===== config.mk =====
export PLATFORM = sky130hd
export DESIGN_NAME = prr_div_pipe
export DESIGN_NICKNAME = d
export VERILOG_FILES = /design/src/rtl/core/prr_div_pipe.sv
export SDC_FILE = /design/constraint.sdc
export NUM_CORES = 2
export LEC_CHECK = 0
export ABC_CLOCK_PERIOD_IN_PS = 4490
export BUFFER_PORTS_ARGS = -buffer_cell sky130_fd_sc_hd__buf_2
export CORE_UTILIZATION = 41
export CTS_CLUSTER_DIAMETER = 60
export DETAILED_ROUTE_END_ITERATION = 10
export GPL_ROUTABILITY_DRIVEN = 0
export HOLD_SLACK_MARGIN = 0.05
export PLACE_DENSITY = 0.53
export SETUP_SLACK_MARGIN = 0.15
export SLEW_MARGIN = 10
export SYNTH_ARGS = -nofsm -noshare
export SYNTH_HDL_FRONTEND = slang
export SYNTH_SLANG_ARGS = --single-unit

===== constraint.sdc =====
create_clock -name clk -period 4.49 [get_ports clk]
set_input_delay 0.2245 -clock clk [delete_from_list [all_inputs] [get_ports clk]]
set_output_delay 0.2245 -clock clk [all_outputs]
set_load 0.03 [all_outputs]

===== src/rtl/core/prr_div_pipe.sv =====
module prr_div_pipe #(
  parameter int LANES  = 3,
  parameter int NUM_W  = 32,
  parameter int DEN_W  = 16,
  parameter int QUO_W  = 16,
  parameter int SIDE_W = 1
) (
  input  logic                    clk,
  input  logic                    rst,
  input  logic                    ce,
  input  logic                    in_valid,
  input  logic [LANES*NUM_W-1:0]  num,
  input  logic [LANES*DEN_W-1:0]  den,
  input  logic [SIDE_W-1:0]       in_side,
  output logic                    out_valid,
  output logic [LANES*QUO_W-1:0]  quo,
  output logic [SIDE_W-1:0]       out_side
);

  // The upper part of each dividend must be below its divisor, so that the
  // quotient fits in QUO_W bits. One quotient bit is settled per stage.
  localparam int HI_W = NUM_W - QUO_W;

  logic                              vld  [0:QUO_W];
  logic [LANES-1:0][DEN_W-1:0]       rem  [0:QUO_W];
  logic [LANES-1:0][DEN_W-1:0]       dvs  [0:QUO_W];
  logic [LANES-1:0][QUO_W-1:0]       work [0:QUO_W];
  logic [SIDE_W-1:0]                 side [0:QUO_W];

  always_comb begin
    vld[0]  = in_valid;
    side[0] = in_side;
    for (int l = 0; l < LANES; l++) begin
      dvs[0][l]  = den[l*DEN_W +: DEN_W];
      rem[0][l]  = DEN_W'(num[l*NUM_W+QUO_W +: HI_W]);
      work[0][l] = num[l*NUM_W +: QUO_W];
    end
  end

  for (genvar s = 1; s <= QUO_W; s++) begin : g_stage
    logic [LANES-1:0][DEN_W-1:0] rem_next;
    logic [LANES-1:0][QUO_W-1:0] work_next;

    always_comb begin
      logic [DEN_W:0] trial;
      for (int l = 0; l < LANES; l++) begin
        trial = {rem[s-1][l], work[s-1][l][QUO_W-1]};
        if (trial >= {1'b0, dvs[s-1][l]}) begin
          rem_next[l]  = DEN_W'(trial - {1'b0, dvs[s-1][l]});
          work_next[l] = {work[s-1][l][QUO_W-2:0], 1'b1};
        end else begin
          rem_next[l]  = trial[DEN_W-1:0];
          work_next[l] = {work[s-1][l][QUO_W-2:0], 1'b0};
        end
      end
    end

    always_ff @(posedge clk) begin
      if (rst) begin
        vld[s] <= 1'b0;
      end else if (ce) begin
        vld[s] <= vld[s-1];
      end
    end

    always_ff @(posedge clk) begin
      if (ce) begin
        rem[s]  <= rem_next;
        work[s] <= work_next;
        dvs[s]  <= dvs[s-1];
        side[s] <= side[s-1];
      end
    end
  end

  always_comb begin
    out_valid = vld[QUO_W];
    out_side  = side[QUO_W];
    for (int l = 0; l < LANES; l++) begin
      quo[l*QUO_W +: QUO_W] = work[QUO_W][l];
    end
  end

endmodule


==> results.ini <==
[sta]
min_period_over_period = 0.872
finalCriticalPeriod_ns = 3.92
worst-slew-pin-transition_ns = 1.13
clock.fmax_ghz = 0.255
final-max-slew-violation-count = 0
clock-skew-final_ns = 0.0335
timing_hold_violations_final = 0
rsz0062_at_grt = no
total_negative_setup_slack_ns = 0
final-setup-viol-count = 0
relSlewSlack = 0.249

[worst_setup_path]
slowest_delay_ns = 0.82
cp.arrival_ns = 4.53
setup.worst_path.class = register to register
setup.worst_path.start_class = register
timing.critical_path.fanout_max = 9
end_kind = register
cp.required_ns = 5.10
crit_path_cell_trace = ha_1 > a21oi_1 > o21ai_0 > or4_1 > nor2_1 > o311ai_0 > o22a_1 > o22ai_1 > buf_4 > mux2_2
critPathSlowestCell = sky130_fd_sc_hd__o22ai_1

[synthesis]
ys_types = 82
ys_dominant_reg_cell = sky130_fd_sc_hd__edfxtp_1
mappedNetlistArea_sq_um = 111000
synth_fp_nets = 9550
synth-seq-area-share = 0.604
synth_cells = 8588
syn-mean-instance-area_sq_um = 12.9
synth_seq_cells = 2240
number_of_synthesized_flops_with_an_enable_pin = 2224
asyncSetResetFlopFracSynth = 0
yosysWarnings = 0

[finish]
final_net_count = 10200
share_of_layout_cells_above_drive_strength_1 = 0.121
finish.instance_area_sq_um = 128000
area.growth.synth_to_final_pct = 15.2
mostFrequentLayoutCell = sky130_fd_sc_hd__edfxtp_1
final_cell_mix = sky130_fd_sc_hd__edfxtp_1 (2224), sky130_fd_sc_hd__inv_1 (970), sky130_fd_sc_hd__ha_1 (768)

[pwr]
p_per_area_nw_per_um2 = 663
seq_power_share = 0.379
cellInternalPower_w = 0.0570
power.share.combinational = 0.372
p_sw_frac = 0.327
worst_ir_drop_vdd_mv = 0.353
p_sw_w = 0.0277
static-leakage-power_nw = 51.1
share_clk_of_total_power = 0.248

[die]
dieHeight_microns = 522
io_pins = 199
dieArea_sq_um = 273000
starting_density_of_the_core = 0.413
rows = 190
die_width_microns = 522
core_area_sq_um = 269000

[detailed_routing]
vias = 65600
vias_per_cell = 5.04
routed_wirelength_microns = 210000
wl_per_cell_microns = 16.2
drtAntennaViolNets = 0
initialDrtViolationCount = 3329
drc_errors = 0
detail_route.first_pass.iterations = 8

[placed_design]
placement.cell_area_sq_um = 117000
dp.final_hpwl_microns = 152000
portBuffers = 198

[clocking]
tritoncts_clock_tree = yes
clock_sink_count = 2240
cts-htree-levels = 5
clockBufferDepth = 4
path_clk_slew_ns = 0.05
clock_latency_ns = 0.87
ctsResizeCount = 0
tritoncts.num_buffers = 277
cts-root-buf = sky130_fd_sc_hd__clkbuf_16

[global_routing]
globalRoute.totalOverflow = 0
grt_antenna_before_repair = 2
grt_pass1_wl_microns = 340000
grt_max_degree = 122
global_route.usage.total = 0.151
via_count_of_the_first_global_routing_pass = 66900

[min_path]
worst_min_delay_path_category = input port to register

[outcome]
status = complete, no violations

[flow_run]
max_cap_violations = 0

## through the flow
| stage | cells | setup slack [ns] | utilization | total power, W | hold slack (ns) |
|---|---|---|---|---|---|
| finish | 13000 | 0.574 | 0.476 | 0.0848 | 0.136 |
| global route | 13000 | 0.293 | 0.476 | 0.0904 | 0.109 |
| CTS | 13000 | 0.574 | 0.476 | 0.0856 | 0.0504 |
| detailed placement | 12300 | 0.615 | 0.434 | 0.0637 | 0.403 |
| global placement | 12300 | 0.656 | 0.434 | 0.0629 | 0.400 |
| floorplan | 8588 | 1.20 | - | 0.0562 | 0.323 |
## critical path, delay by kind of cell, from the launching register on
kind / cells / cell delay (ns)
compound gates: 5 / 1.59
simple gates: 2 / 0.63
fa+ha+maj: 1 / 0.39
flops: 1 / 0.38
mux: 1 / 0.36
buf+inv: 1 / 0.32
## sequential cells by signal, summed over array words and instances (netlist names)
| name | flops |
|---|---|
| g_stage.$4.trial | 255 |
| side | 15 |
| out_side | 1 |
| quo | 48 |
| dvs | 720 |
| out_valid | 1 |
| rem | 480 |
| work | 705 |
| vld | 15 |
## synth_stat cells (17+ instances only)
cell type                      n  area, sq um
sky130_fd_sc_hd__edfxtp_1   2224        66800
sky130_fd_sc_hd__inv_1       970         3640
sky130_fd_sc_hd__ha_1        768         9610
sky130_fd_sc_hd__nor2_1      499         1870
sky130_fd_sc_hd__nand2_1     455         1710
sky130_fd_sc_hd__o21ai_0     441         2210
sky130_fd_sc_hd__a21oi_1     427         2140
sky130_fd_sc_hd__mux2_2      379         4270
sky130_fd_sc_hd__xnor2_1     329         2880
sky130_fd_sc_hd__xor2_1      204         1790
sky130_fd_sc_hd__a21o_1      190         1430
sky130_fd_sc_hd__nor3_1      141          706
sky130_fd_sc_hd__nor2b_1     135          845
sky130_fd_sc_hd__nand4_1     115          719
sky130_fd_sc_hd__o21a_1      102          766
sky130_fd_sc_hd__nand3_1      93          465
sky130_fd_sc_hd__clkbuf_1     92          345
sky130_fd_sc_hd__mux2i_1      89          891
sky130_fd_sc_hd__nand2b_1     79          494
sky130_fd_sc_hd__a31oi_1      67          419
sky130_fd_sc_hd__a211oi_1     52          390
sky130_fd_sc_hd__buf_4        48          360
sky130_fd_sc_hd__fa_1         45          901
sky130_fd_sc_hd__o21bai_1     41          308
sky130_fd_sc_hd__a21boi_0     37          278
sky130_fd_sc_hd__o41ai_1      36          315
sky130_fd_sc_hd__and3_1       35          219
sky130_fd_sc_hd__o31ai_1      35          263
sky130_fd_sc_hd__nor4_1       34          213
sky130_fd_sc_hd__or3_1        34          213
sky130_fd_sc_hd__o211ai_1     32          240
sky130_fd_sc_hd__mux2_4       28          420
sky130_fd_sc_hd__a211o_1      23          201
sky130_fd_sc_hd__a31o_2       22          193
sky130_fd_sc_hd__or2_2        22          138
sky130_fd_sc_hd__a2111oi_0    17          149
sky130_fd_sc_hd__and2_1       17          106
## cell type report
| cell class | count | area, sq um |
|---|---|---|
| repair buffers | 542 | 4540 |
| multi-input cells | 5212 | 39500 |
| clock inverters | 152 | 1470 |
| flip-flops and latches | 2240 | 67100 |
| diodes | 2 | 5.00 |
| clock buffers | 334 | 7190 |
| fillers | 23200 | 141000 |
| inverters | 971 | 3640 |
| well taps | 3552 | 4440 |
## path summary, 6_finish.rpt
path	to	depth (start not counted)	startpoint	slack [ns]
setup / recovery	rem[606]$_DFFE_PP_	10	rem[645]$_DFFE_PP_	0.57
hold / removal	work[740]$_DFFE_PP_	2	num[35]	0.14
setup reg to reg	rem[606]$_DFFE_PP_	10	rem[645]$_DFFE_PP_	0.57
hold reg to reg	g_stage[6].$4.trial[0]$_DFFE_PP_	0	work[622]$_DFFE_PP_	0.40
## logic make-up after synthesis
logic type                 count (synthesis)  synth area share
AOI/OAI and AO/OA                       1656            0.0943
DFF                                     2240             0.604
xor gates and xnor gates                 533            0.0420
and+or+nand+nor                         1713            0.0736
buffers and inverters                   1136            0.0407
muxes                                    497            0.0503
adders and majority gates                813            0.0946
## routing by layer
layer  vias to the layer above  global-route usage  wire (microns)
li1                      32900                   -               -
met1                     31000               0.185           93200
met2                      1233               0.263          101000
met3                       504              0.0223            7280
met4                         0              0.0704            9200
met5                         -                   0               0
## power by group through the flow
stage,Sequential [W],Clock [W],Combinational (W)
2_1_floorplan,0.0313,0,0.0249
3_3_place_gp,0.0326,0,0.0303
3_5_place_dp,0.0326,0,0.0311
4_1_cts,0.0322,0.0219,0.0316
5_1_grt,0.0326,0.0226,0.0352
6_report,0.0322,0.0211,0.0315
## what timing repair did
item                                   4_1_cts  5_1_grt
setup endpoints to repair                    0        0
hold buffers                               256        0
endpoints found under the hold margin      243        0
buffers inserted                             0        0
No activity file was read; power rests on OpenSTA's default activity.
